## config.mk

```make
export PLATFORM = sky130hd
export DESIGN_NAME = wake_frame_receiver_unit_flat
export DESIGN_NICKNAME = d
export VERILOG_FILES = /design/src/rtl/wfr_pkg.sv /design/src/rtl/wfr_in_if.sv /design/src/rtl/wfr_out_if.sv /design/src/rtl/wfr_cfg_if.sv /design/src/rtl/wfr_decoder.sv /design/src/rtl/wake_frame_receiver_unit.sv /design/src/flat_wrapper.sv
export VERILOG_INCLUDE_DIRS = /design/src /design/src/rtl
export SDC_FILE = /design/constraint.sdc
export NUM_CORES = 1
export LEC_CHECK = 0
export BUFFER_PORTS_ARGS = -buffer_cell sky130_fd_sc_hd__buf_2
export CORE_MARGIN = 2
export CORE_UTILIZATION = 24
export DETAILED_ROUTE_END_ITERATION = 12
export PLACE_DENSITY = 0.51
export SLEW_MARGIN = 0
export SYNTH_ARGS = -nofsm -noshare
export SYNTH_HDL_FRONTEND = slang
export SYNTH_HIERARCHICAL = 1
export SYNTH_SLANG_ARGS = --single-unit
```

## constraint.sdc

```tcl
create_clock -name clk -period 4.8 [get_ports clk]
set_input_delay 0.24 -clock clk [delete_from_list [all_inputs] [get_ports clk]]
set_output_delay 0.24 -clock clk [all_outputs]
set_load 0.005 [all_outputs]
```

## src/rtl/wake_frame_receiver_unit_defines.svh

```systemverilog
// Assertion macros used by the receiver top level
`ifndef WAKE_FRAME_RECEIVER_UNIT_DEFINES_SVH
`define WAKE_FRAME_RECEIVER_UNIT_DEFINES_SVH

// same-cycle implication on clk, disabled during reset
`define WFR_ASSERT_NOW(lbl, ante, cons, msg) \
    lbl: assert property (@(posedge clk) disable iff (!rst_n) (ante) |-> (cons)) \
        else $error(msg);

// next-cycle implication on clk, disabled during reset
`define WFR_ASSERT_NEXT(lbl, ante, cons, msg) \
    lbl: assert property (@(posedge clk) disable iff (!rst_n) (ante) |=> (cons)) \
        else $error(msg);

`endif

```

## src/rtl/wfr_pkg.sv

```systemverilog
// Package with the receiver's codes, result type and CRC-8 step
`timescale 1ns / 1ps
`default_nettype none

package wfr_pkg;

    localparam logic [7:0] SYM_FEND  = 8'hC0;
    localparam logic [7:0] SYM_FESC  = 8'hDB;
    localparam logic [7:0] SYM_TFEND = 8'hDC;
    localparam logic [7:0] SYM_TFESC = 8'hDD;
    localparam logic [7:0] CRC_SEED  = 8'hDE;
    localparam logic [7:0] CRC_POLY  = 8'h18;
    localparam logic [7:0] CRC_TOP   = 8'h80;
    localparam logic [7:0] ADDR_MASK = 8'h7F;
    localparam logic [6:0] OWN_ADDRESS_RESET = 7'd1;

    typedef enum logic [2:0] {
        PH_IDLE = 3'd0,
        PH_ADDR = 3'd1,
        PH_CMD  = 3'd2,
        PH_LEN  = 3'd3,
        PH_DATA = 3'd4
    } wfr_phase_t;

    typedef enum logic [1:0] {
        EV_NONE   = 2'd0,
        EV_DATA   = 2'd1,
        EV_ACCEPT = 2'd2,
        EV_ERROR  = 2'd3
    } wfr_event_t;

    typedef struct packed {
        wfr_event_t  event_res;
        logic [7:0]  payload_byte;
        logic [7:0]  payload_index;
        logic [6:0]  command;
        logic [7:0]  length;
    } wfr_result_t;

    // reflected Dallas CRC-8, one byte, LSB first
    function automatic logic [7:0] crc8_step(input logic [7:0] crc_in,
                                             input logic [7:0] data_in);
        logic [7:0] c;
        logic [7:0] d;
        c = crc_in;
        d = data_in;
        for (int i = 0; i < 8; i++)
        begin
            if ((c[0] ^ d[0]) == 1'b1)
            begin
                c = ((c ^ CRC_POLY) >> 1) | CRC_TOP;
            end
            else
            begin
                c = c >> 1;
            end
            d = d >> 1;
        end
        return c;
    endfunction

    localparam logic [7:0] CRC_AFTER_FEND = crc8_step(CRC_SEED, SYM_FEND);

endpackage

`default_nettype wire

```

## src/rtl/wfr_in_if.sv

```systemverilog
// Input byte channel: raw serial byte and line error flag
`timescale 1ns / 1ps
`default_nettype none

interface wfr_in_if;
    logic       valid;
    logic       ready;
    logic [7:0] rx_byte;
    logic       line_error;

    modport source (output valid, output rx_byte, output line_error, input ready);
    modport sink   (input valid, input rx_byte, input line_error, output ready);
endinterface

`default_nettype wire

```

## src/rtl/wfr_out_if.sv

```systemverilog
// Result channel: event code with payload and frame fields
`timescale 1ns / 1ps
`default_nettype none

interface wfr_out_if;
    logic       valid;
    logic       ready;
    logic [1:0] event_res;
    logic [7:0] payload_byte;
    logic [7:0] payload_index;
    logic [6:0] command;
    logic [7:0] length;

    modport source (output valid, output event_res, output payload_byte,
                    output payload_index, output command, output length, input ready);
    modport sink   (input valid, input event_res, input payload_byte,
                    input payload_index, input command, input length, output ready);
endinterface

`default_nettype wire

```

## src/rtl/wfr_cfg_if.sv

```systemverilog
// Configuration write channel for the station address
`timescale 1ns / 1ps
`default_nettype none

interface wfr_cfg_if;
    logic       valid;
    logic       ready;
    logic [6:0] own_address;

    modport source (output valid, output own_address, input ready);
    modport sink   (input valid, input own_address, output ready);
endinterface

`default_nettype wire

```

## src/rtl/wfr_decoder.sv

```systemverilog
// Frame decoder: phase, destuffing, CRC tracking and result decode
`timescale 1ns / 1ps
`default_nettype none

module wfr_decoder (
    input  wire logic                clk,
    input  wire logic                rst_n,
    input  wire logic                step,
    input  wire logic [7:0]          rx_byte,
    input  wire logic                line_error,
    input  wire logic [6:0]          own_address,
    output wfr_pkg::wfr_result_t     result
);
    import wfr_pkg::*;

    wfr_phase_t phase_reg, phase_next;
    logic [7:0] prev_reg, prev_next;
    logic [7:0] crc_reg, crc_next;
    logic [6:0] cmd_reg, cmd_next;
    logic [7:0] len_reg, len_next;
    logic [7:0] pos_reg, pos_next;

    logic       is_fend;
    logic       in_frame;
    logic       esc_seq;
    logic       esc_bad;
    logic       esc_start;
    logic [7:0] dbyte;
    logic [7:0] crc_data;
    logic [7:0] crc_upd;
    logic       addr_ok;
    logic       more_data;

    assign is_fend   = (rx_byte == SYM_FEND);
    assign in_frame  = phase_reg inside {PH_ADDR, PH_CMD, PH_LEN, PH_DATA};
    assign esc_seq   = (prev_reg == SYM_FESC);
    assign esc_bad   = esc_seq && (rx_byte != SYM_TFEND) && (rx_byte != SYM_TFESC);
    assign esc_start = !esc_seq && (rx_byte == SYM_FESC);
    assign dbyte     = esc_seq ? ((rx_byte == SYM_TFESC) ? SYM_FESC : SYM_FEND) : rx_byte;

    // an address byte enters the CRC with its marker bit cleared
    assign crc_data  = ((phase_reg == PH_ADDR) && dbyte[7]) ? (dbyte & ADDR_MASK) : dbyte;
    assign crc_upd   = crc8_step(crc_reg, crc_data);
    assign addr_ok   = (dbyte[6:0] == 7'd0) || (dbyte[6:0] == own_address);
    assign more_data = (pos_reg < len_reg);

    // next state
    always_comb
    begin
        phase_next = phase_reg;
        prev_next  = prev_reg;
        crc_next   = crc_reg;
        cmd_next   = cmd_reg;
        len_next   = len_reg;
        pos_next   = pos_reg;
        if (step)
        begin
            if (line_error)
            begin
                phase_next = PH_IDLE;
            end
            else if (is_fend)
            begin
                prev_next  = rx_byte;
                crc_next   = CRC_AFTER_FEND;
                phase_next = PH_ADDR;
            end
            else if (in_frame)
            begin
                prev_next = rx_byte;
                if (esc_bad)
                begin
                    phase_next = PH_IDLE;
                end
                else if (!esc_start)
                begin
                    unique case (phase_reg)
                        PH_ADDR:
                        begin
                            if (dbyte[7])
                            begin
                                if (addr_ok)
                                begin
                                    crc_next   = crc_upd;
                                    phase_next = PH_CMD;
                                end
                                else
                                begin
                                    phase_next = PH_IDLE;
                                end
                            end
                            else
                            begin
                                // no address: this byte is the command
                                cmd_next   = dbyte[6:0];
                                crc_next   = crc_upd;
                                phase_next = PH_LEN;
                            end
                        end
                        PH_CMD:
                        begin
                            if (dbyte[7])
                            begin
                                phase_next = PH_IDLE;
                            end
                            else
                            begin
                                cmd_next   = dbyte[6:0];
                                crc_next   = crc_upd;
                                phase_next = PH_LEN;
                            end
                        end
                        PH_LEN:
                        begin
                            len_next   = dbyte;
                            crc_next   = crc_upd;
                            pos_next   = 8'd0;
                            phase_next = PH_DATA;
                        end
                        PH_DATA:
                        begin
                            if (more_data)
                            begin
                                pos_next = pos_reg + 8'd1;
                                crc_next = crc_upd;
                            end
                            else
                            begin
                                phase_next = PH_IDLE;
                            end
                        end
                        default:
                        begin
                            phase_next = PH_IDLE;
                        end
                    endcase
                end
            end
        end
    end

    // result for the byte in the decode stage
    always_comb
    begin
        result.event_res     = EV_NONE;
        result.payload_byte  = 8'd0;
        result.payload_index = 8'd0;
        result.command       = 7'd0;
        result.length        = 8'd0;
        if (line_error)
        begin
            result.event_res = EV_ERROR;
        end
        else if (!is_fend && in_frame)
        begin
            if (esc_bad)
            begin
                result.event_res = EV_ERROR;
            end
            else if (!esc_start)
            begin
                unique case (phase_reg)
                    PH_CMD:
                    begin
                        if (dbyte[7])
                        begin
                            result.event_res = EV_ERROR;
                        end
                    end
                    PH_DATA:
                    begin
                        if (more_data)
                        begin
                            result.event_res     = EV_DATA;
                            result.payload_byte  = dbyte;
                            result.payload_index = pos_reg;
                        end
                        else if (dbyte == crc_reg)
                        begin
                            result.event_res = EV_ACCEPT;
                            result.command   = cmd_reg;
                            result.length    = len_reg;
                        end
                        else
                        begin
                            result.event_res = EV_ERROR;
                        end
                    end
                    default:
                    begin
                        result.event_res = EV_NONE;
                    end
                endcase
            end
        end
    end

    always_ff @(posedge clk or negedge rst_n)
    begin
        if (!rst_n)
        begin
            phase_reg <= PH_IDLE;
            prev_reg  <= 8'd0;
            crc_reg   <= 8'd0;
            cmd_reg   <= 7'd0;
            len_reg   <= 8'd0;
            pos_reg   <= 8'd0;
        end
        else
        begin
            phase_reg <= phase_next;
            prev_reg  <= prev_next;
            crc_reg   <= crc_next;
            cmd_reg   <= cmd_next;
            len_reg   <= len_next;
            pos_reg   <= pos_next;
        end
    end

endmodule

`default_nettype wire

```

## src/rtl/wake_frame_receiver_unit.sv

```systemverilog
// Top level of the WAKE frame receiver with CRC-8 check
`timescale 1ns / 1ps
`default_nettype none
`include "wake_frame_receiver_unit_defines.svh"

// Receives one raw serial byte per transaction and returns exactly one result per byte:
// nothing, a destuffed payload byte with its index, frame accepted with command and
// length, or frame error. The block sustains one byte per clock while results are taken;
// a result is offered once its byte leaves the input register, where it sits while the
// decode, set in length by the unrolled eight-bit CRC update, runs combinationally into
// the result register. A result waiting in the output register does not stop the next
// byte from entering an empty input register; a second byte waits until the result is
// taken. The address register is written through the cfg channel, which is always
// ready; write it only while no byte is in flight. It resets to address 1.
module wake_frame_receiver_unit (
    input  wire logic clk,
    input  wire logic rst_n,
    wfr_in_if.sink    rx,
    wfr_out_if.source res,
    wfr_cfg_if.sink   cfg
);
    import wfr_pkg::*;

    logic        s1_valid_reg, s1_valid_next;
    logic [7:0]  s1_byte_reg;
    logic        s1_lerr_reg;
    logic        res_valid_reg, res_valid_next;
    wfr_result_t res_reg;
    logic [6:0]  own_address_reg;

    logic        out_free;
    logic        s1_fire;
    logic        rx_fire;
    wfr_result_t dec_result;
    logic        res_is_error;
    logic        res_fields_clear;

    assign out_free = !res_valid_reg || res.ready;
    assign s1_fire  = s1_valid_reg && out_free;
    assign rx.ready = !s1_valid_reg || out_free;
    assign rx_fire  = rx.valid && rx.ready;
    assign cfg.ready = 1'b1;

    assign s1_valid_next  = rx_fire ? 1'b1 : (s1_fire ? 1'b0 : s1_valid_reg);
    assign res_valid_next = s1_fire ? 1'b1 : (res.ready ? 1'b0 : res_valid_reg);

    wfr_decoder u_decoder (
        .clk         (clk),
        .rst_n       (rst_n),
        .step        (s1_fire),
        .rx_byte     (s1_byte_reg),
        .line_error  (s1_lerr_reg),
        .own_address (own_address_reg),
        .result      (dec_result)
    );

    always_ff @(posedge clk or negedge rst_n)
    begin
        if (!rst_n)
        begin
            s1_valid_reg    <= 1'b0;
            res_valid_reg   <= 1'b0;
            own_address_reg <= OWN_ADDRESS_RESET;
        end
        else
        begin
            s1_valid_reg  <= s1_valid_next;
            res_valid_reg <= res_valid_next;
            if (cfg.valid)
            begin
                own_address_reg <= cfg.own_address;
            end
        end
    end

    // payload: load on transaction, hold otherwise
    always_ff @(posedge clk)
    begin
        if (rx_fire)
        begin
            s1_byte_reg <= rx.rx_byte;
            s1_lerr_reg <= rx.line_error;
        end
        if (s1_fire)
        begin
            res_reg <= dec_result;
        end
    end

    assign res.valid         = res_valid_reg;
    assign res.event_res     = res_reg.event_res;
    assign res.payload_byte  = res_reg.payload_byte;
    assign res.payload_index = res_reg.payload_index;
    assign res.command       = res_reg.command;
    assign res.length        = res_reg.length;

    assign res_is_error     = res_valid_reg && (res_reg.event_res == EV_ERROR);
    assign res_fields_clear = (res_reg.payload_byte == 8'd0) && (res_reg.payload_index == 8'd0)
                              && (res_reg.command == 7'd0) && (res_reg.length == 8'd0);

    `WFR_ASSERT_NEXT(a_stage_holds, s1_valid_reg && !out_free, s1_valid_reg, "input stage lost a byte")
    `WFR_ASSERT_NEXT(a_stage_delivers, s1_fire, res_valid_reg, "decoded byte missed the result register")
    `WFR_ASSERT_NOW(a_empty_stage_ready, !s1_valid_reg, rx.ready, "empty input stage refused a byte")
    `WFR_ASSERT_NOW(a_error_clean, res_is_error, res_fields_clear, "error result carries stale fields")

endmodule

`default_nettype wire
```

## src/flat_wrapper.sv

```systemverilog
// flat-port wrapper written by rule: the top's interface ports become plain ports
module wake_frame_receiver_unit_flat import wfr_pkg::*;
  (clk, rst_n, rx_valid, rx_rx_byte, rx_line_error, rx_ready, res_valid, res_event_res, res_payload_byte, res_payload_index, res_command, res_length, res_ready, cfg_valid, cfg_own_address, cfg_ready);
  wfr_in_if rx_i ();
  wfr_out_if res_i ();
  wfr_cfg_if cfg_i ();
  input  wire logic clk;
  input  wire logic rst_n;
  input wire logic [$bits(rx_i.valid)-1:0] rx_valid;
  input wire logic [$bits(rx_i.rx_byte)-1:0] rx_rx_byte;
  input wire logic [$bits(rx_i.line_error)-1:0] rx_line_error;
  output wire logic [$bits(rx_i.ready)-1:0] rx_ready;
  output wire logic [$bits(res_i.valid)-1:0] res_valid;
  output wire logic [$bits(res_i.event_res)-1:0] res_event_res;
  output wire logic [$bits(res_i.payload_byte)-1:0] res_payload_byte;
  output wire logic [$bits(res_i.payload_index)-1:0] res_payload_index;
  output wire logic [$bits(res_i.command)-1:0] res_command;
  output wire logic [$bits(res_i.length)-1:0] res_length;
  input wire logic [$bits(res_i.ready)-1:0] res_ready;
  input wire logic [$bits(cfg_i.valid)-1:0] cfg_valid;
  input wire logic [$bits(cfg_i.own_address)-1:0] cfg_own_address;
  output wire logic [$bits(cfg_i.ready)-1:0] cfg_ready;
  assign rx_i.valid = rx_valid;
  assign rx_i.rx_byte = rx_rx_byte;
  assign rx_i.line_error = rx_line_error;
  assign rx_ready = rx_i.ready;
  assign res_valid = res_i.valid;
  assign res_event_res = res_i.event_res;
  assign res_payload_byte = res_i.payload_byte;
  assign res_payload_index = res_i.payload_index;
  assign res_command = res_i.command;
  assign res_length = res_i.length;
  assign res_i.ready = res_ready;
  assign cfg_i.valid = cfg_valid;
  assign cfg_i.own_address = cfg_own_address;
  assign cfg_ready = cfg_i.ready;
  wake_frame_receiver_unit u_core (.clk(clk), .rst_n(rst_n), .rx(rx_i), .res(res_i), .cfg(cfg_i));
endmodule
```

==> results.ini, run 1 <==
[run_status]
status=complete, but fails checks
violations=negative hold slack

[synthesis]
synth_top_family_by_area=simple AND/OR/NAND/NOR gates
synth_xor_area_share_pct=7.34
syn_area_um2=5080
syn_area_per_cell_um2=10.5
synth_mux_area_share_pct=4.31
ys_async_sr_fraction_pct=54.8
yosys_warnings=6
synth_edf_count=42
synthFlopType=dfrtp_1
synth-adder-area-share_pct=1.97
ys_top_cells_by_area=edfxtp_1 25%, dfrtp_1 25%, nand2_1 5.4%
synth_cell_types=76
synth_compound_area_share_pct=12.5
synth_simple_gate_area_share_pct=19.4
synth_top_area_cell=edfxtp_1
ys_seq_area_share_pct=50.0
syn-num-nets=511
ys_seq_elements=93
syn_inst=482
synth.top_cell.area_share_pct=24.8

[sta]
final-hold-violation-count=2
setup_ws_ps=1560
finalCritPeriodShare_pct=67.5
relSlewSlack_pct=36.2
tightestPinTransition_ps=957
fin_crit_ps=3240
setup_viol=0
fmax_mhz=309
tns_ps=0
rsz0062_at_grt=no
slew_viol_final=0
fin_skew_ps=6.37
hold_ws_ps=-2.29

[global_route]
grt_max_degree=52
grt.overflow.total=0
grt_pass1_wl_um=20300
track_usage_pct=11.8
grt_pass1_vias=3759
antenna_found_initial=0

[layout]
layout_commonest_cell=nand2_1
n_antenna_cell=0
syn2layout_area_growth_pct=15.3
fin_area_um2=5860
finalNonFillerCells=804
final_util_pct=28.1
drive_gt1_share_pct=19.5
final_cell_mix=73 x nand2_1, 55 x buf_2, 50 x dfrtp_1
num-nets-final=553

[route]
wl_met3_um=739
drcViolationCount=0
vias_per_cell=4.66
antenna_left=0
dr.max_layer_used=met4
dr_wl_met2_um=5850
vias=3749
firstDrtPassIters=5
wl_per_cell_um=15.4
wl_met1_um=5640
drtIter0Drc=247
routed_wl_um=12400

[placed_design]
gp_congestion=0.835
placed_cell_area_um2=5580
dp_slack_ps=1540
io_buffer_count=55
dpl.hpwl_um=8810
dp_cells=788

[cts]
clk_path_buf_depth=2
postCtsResizedCells=0
tritoncts=built
path_clk_slew_ps=70
cts_buffers=9
cts_setup_buffers=0
cts-root-buf=clkbuf_16
cts_sinks=93
ctsHoldBuffers=0
htree_levels=3
clock_latency_ps=360

[pwr]
netSwitchingPower_mw=0.464
clkPwrFrac_pct=39.7
power_mw=1.77
peakVddDrop_uv=176
internal_power_mw=1.31
leakagePower_nw=2.39
pwr-share-comb_pct=9.3
power_frac_seq_pct=50.9
cellPowerDensity_nw_per_um2=302
swShare_pct=26.1

[critical_path]
cp.arrival_ps=3460
critical_path_class=flop to flop
worstSetupEndpointType=flop
r2r_cells=7
cp_max_fo=15
worstPathRequired_ps=5020
rr_startpoint=u_core/u_decoder/prev_reg[5]
worstSetupStartpointType=flop
r2r_slack_ps=1560
timing.rr.end=u_core/res.length[1]
crit_start=u_core/u_decoder/prev_reg[5]

[floorplanning]
dieArea_um2=22400
placementRows=53
num_io_pins=57
fp.dieH_um=150
fp.dieW_um=150
start_util_pct=24.3
core_area_um2=20900

[run]
cap_viol_max_count=0

[min_path]
hold_class=input pin to async pin

==> logic make-up after synthesis <==
kind of cell,after synthesis
AOI/OAI and AO/OA,93
buffers and inverters,47
and+or+nand+nor,187
other,1
xor gates and xnor gates,36
muxes,17
DFF,93
adders and majority gates,8
==> power groups by stage <==
stage                     Combinational (mW)  Clock, mW  Sequential, mW
after floorplan                        0.115          0           0.905
after global placement                 0.166          0           0.919
after detailed placement               0.167          0           0.919
after CTS                              0.168      0.729           0.903
after global routing                   0.184      0.760           0.908
final                                  0.166      0.704           0.903
==> worst max-delay path, stage by stage, from the launching register on <==
cell and delay [ps]:
dfrtp_1 390, nand4b_1 300, nor2_2 660, mux2i_4 410, xnor2_1 130, or3_4 400
nor4_4 570, and2_1 240
==> layer usage <==
metal	vias up	track usage [%]
met3	13	3.14
met5	-	0
met2	123	19.3
met4	0	3.76
li1	1799	-
met1	1814	15.2
==> final cells by class <==
class	instances	area, µm²
multi-input combinational	342	2320
tap	275	344
timing repair buffer	59	305
inverter	19	71.3
clock buffer	9	225
sequential	93	2540
fill	2229	15000
clock inverter	7	60.1
==> synthesized netlist by cell type, drive strengths merged (2+ instances only) <==
cell     instances
nor3b            3
o31ai            3
a31oi            5
o21ai           31
a21oi           12
mux2             8
and4b            2
nor2            28
xnor2           25
dfrtp           50
a311oi           4
ha               8
buf             17
o311ai           2
xor2             8
nor3             5
a211oi           8
o22ai            4
and3             5
inv             19
nor4             5
nand4            5
o221ai           3
a21o             2
a2111oi          2
and2            26
a221oi           4
nand2b          12
nand3            6
a41o             2
nand3b           3
nand2           74
edfxtp          42
clkbuf          11
mux2i            9
or3              4
nand4b           2
and4             2
xnor3            2
==> worst max path at each step <==
stage	slack, ps	endpoint	cells past startpoint
final	1560	u_core/res.length[1]	7
after global routing	1300	u_core/res.length[1]	7
after CTS	1550	u_core/res.length[1]	7
after detailed placement	1540	u_core/res.length[1]	7
after global placement	1680	u_core/res.length[7]	7
after floorplan	2330	u_core/u_decoder/pos_reg[5]	8
(Power assumes the default switching activity.)
==> run 2: changes to the inputs <==
clock period = 3.1 ns   (was 4.8 ns; I/O delays follow)
==> run 2 against run 1 <==
Compared with the run above: the run now ends clean; setup slack lost 1300 ps; cell area is 3.4% higher; sequential power up 54%; wire length fell by 0.25%; total power up 63%; die area stayed put; largest cell class unchanged; highest routed layer unchanged.
==> results.ini, run 2 (synthesized netlist as in run 1, its figures left out) <==
[floorplanning]
fp.dieH_um=150
fp.dieW_um=150
dieArea_um2=22400
start_util_pct=24.3
num_io_pins=57
core_area_um2=20900
placementRows=53

[global_route]
grt_use_met1_pct=15.7
grt.overflow.total=0
grt_max_degree=35
grt_pass1_wl_um=20400
track_usage_pct=11.7
gr-max-usage-layer=met2
grt_pass1_vias=3810
antenna_found_initial=0
grtUsageMet2_pct=19.0
grtUsageMet3_pct=2.93

[pwr]
power_mw=2.89
peakVddDrop_uv=304
cellPowerDensity_nw_per_um2=476
leakagePower_nw=2.48

[cts]
ctsHoldBuffers=10
clk_path_buf_depth=2
path_clk_slew_ps=70
clock_latency_ps=350
postCtsResizedCells=0
cts_buffers=9
htree_levels=3
cts_setup_buffers=0
cts_sinks=93
cts-root-buf=clkbuf_16
tritoncts=built

[layout]
n_antenna_cell=0
drive_gt1_share_pct=20.1
area.sequential_um2=2540
num-nets-final=571
final_cell_mix=73 x nand2_1, 55 x buf_2, 50 x dfrtp_1
layout_commonest_cell=nand2_1
fillers=2171
syn2layout_area_growth_pct=19.2
multiInputGateArea_um2=2320

[critical_path]
crit_start=u_core/u_decoder/prev_reg[5]
rr_startpoint=u_core/u_decoder/prev_reg[5]
worstPathRequired_ps=3320
cp_max_fo=15
worstSetupEndpointType=flop
cp.arrival_ps=3050
worstSetupStartpointType=flop
critical_path_class=flop to flop

[route]
vias=3739
wl_per_cell_um=15.0
routed_wl_um=12400
antenna_left=0
firstDrtPassIters=5
drcViolationCount=0
drtIter0Drc=205
vias_per_cell=4.55

[run_status]
status=completed

[min_path]
hold_class=input pin to flop
hp-start=rx_valid

[placed_design]
dpl.hpwl_um=9170
io_buffer_count=55
gp_congestion=0.861

[sta]
tightestPinTransition_ps=593
finalCritPeriodShare_pct=91.2
fmax_mhz=354
slew_viol_final=0
relSlewSlack_pct=59.5
fin_skew_ps=9.84
rsz0062_at_grt=no
final-hold-violation-count=0
hold_ws_ps=21.2
setup_viol=0
fin_crit_ps=2830
tns_ps=0

[run]
cap_viol_max_count=0

-- run 2: changes by cell type in the layout (fill, tap and decap cells not counted), sizes merged, moves of 2 or more --
cell	before	now
inv	24	21
bufinv	0	2
buf	59	67
dlygate4sd3	0	10
-- run 2: worst max-delay path: stages, from the launching register on --
cell and delay, ps:
dfrtp_1 390, nand4b_1 360, nor2_2 290, mux2i_4 340, xnor2_1 140, or3_4 410, nor4_4 530, and2_1 230
-- run 2: layout make-up --
type | count | area share, %
Sequential cell | 93 | 41.9
Multi-Input combinational cell | 342 | 38.2
Inverter | 19 | 1.18
Clock buffer | 10 | 3.78
Tap cell | 275 | 5.68
Clock inverter | 6 | 1.55
Timing Repair Buffer | 77 | 7.68
-- run 2: where the power goes --
part           switching, mW  internal, mW  leakage, nW
registers             0.0424          1.35         1.07
logic                  0.150         0.131         1.26
clock network          0.501         0.715        0.154
total                  0.693          2.19         2.48
-- run 2: per-stage QoR --
step           std cells  utilization [%]  setup slack [ps]  instance area [µm²]
3_3_place_gp         796             27.0               332                 5640
6_report             822             29.0               273                 6060
2_1_floorplan        482                -               630                 5080
5_1_grt              822             29.0              27.8                 6060
4_1_cts              822             29.0               253                 6060
3_5_place_dp         796             27.0               258                 5640
-- run 2: metal layers --
layer  vias up  part of all wire [%]
li1       1836                     -
met1      1808                    48
met2        87                    47
met3         8                   4.3
met4         0                  0.92
met5         -                     0
-- run 2: path summary, 6_finish.rpt --
| check | depth (start not counted) | endpoint | slack [ps] |
|---|---|---|---|
| setup / recovery | 7 | u_core/res.length[3] | 270 |
| hold / removal | 2 | u_core/s1_valid_reg | 20 |
| setup reg to reg | 7 | u_core/res.length[3] | 270 |
| hold reg to reg | 2 | u_core/u_decoder/cmd_reg[5] | 480 |
| max in group asynchronous | 3 | u_core/u_decoder/len_reg[5] | 1970 |
| min in group asynchronous | 2 | u_core/s1_valid_reg | 310 |
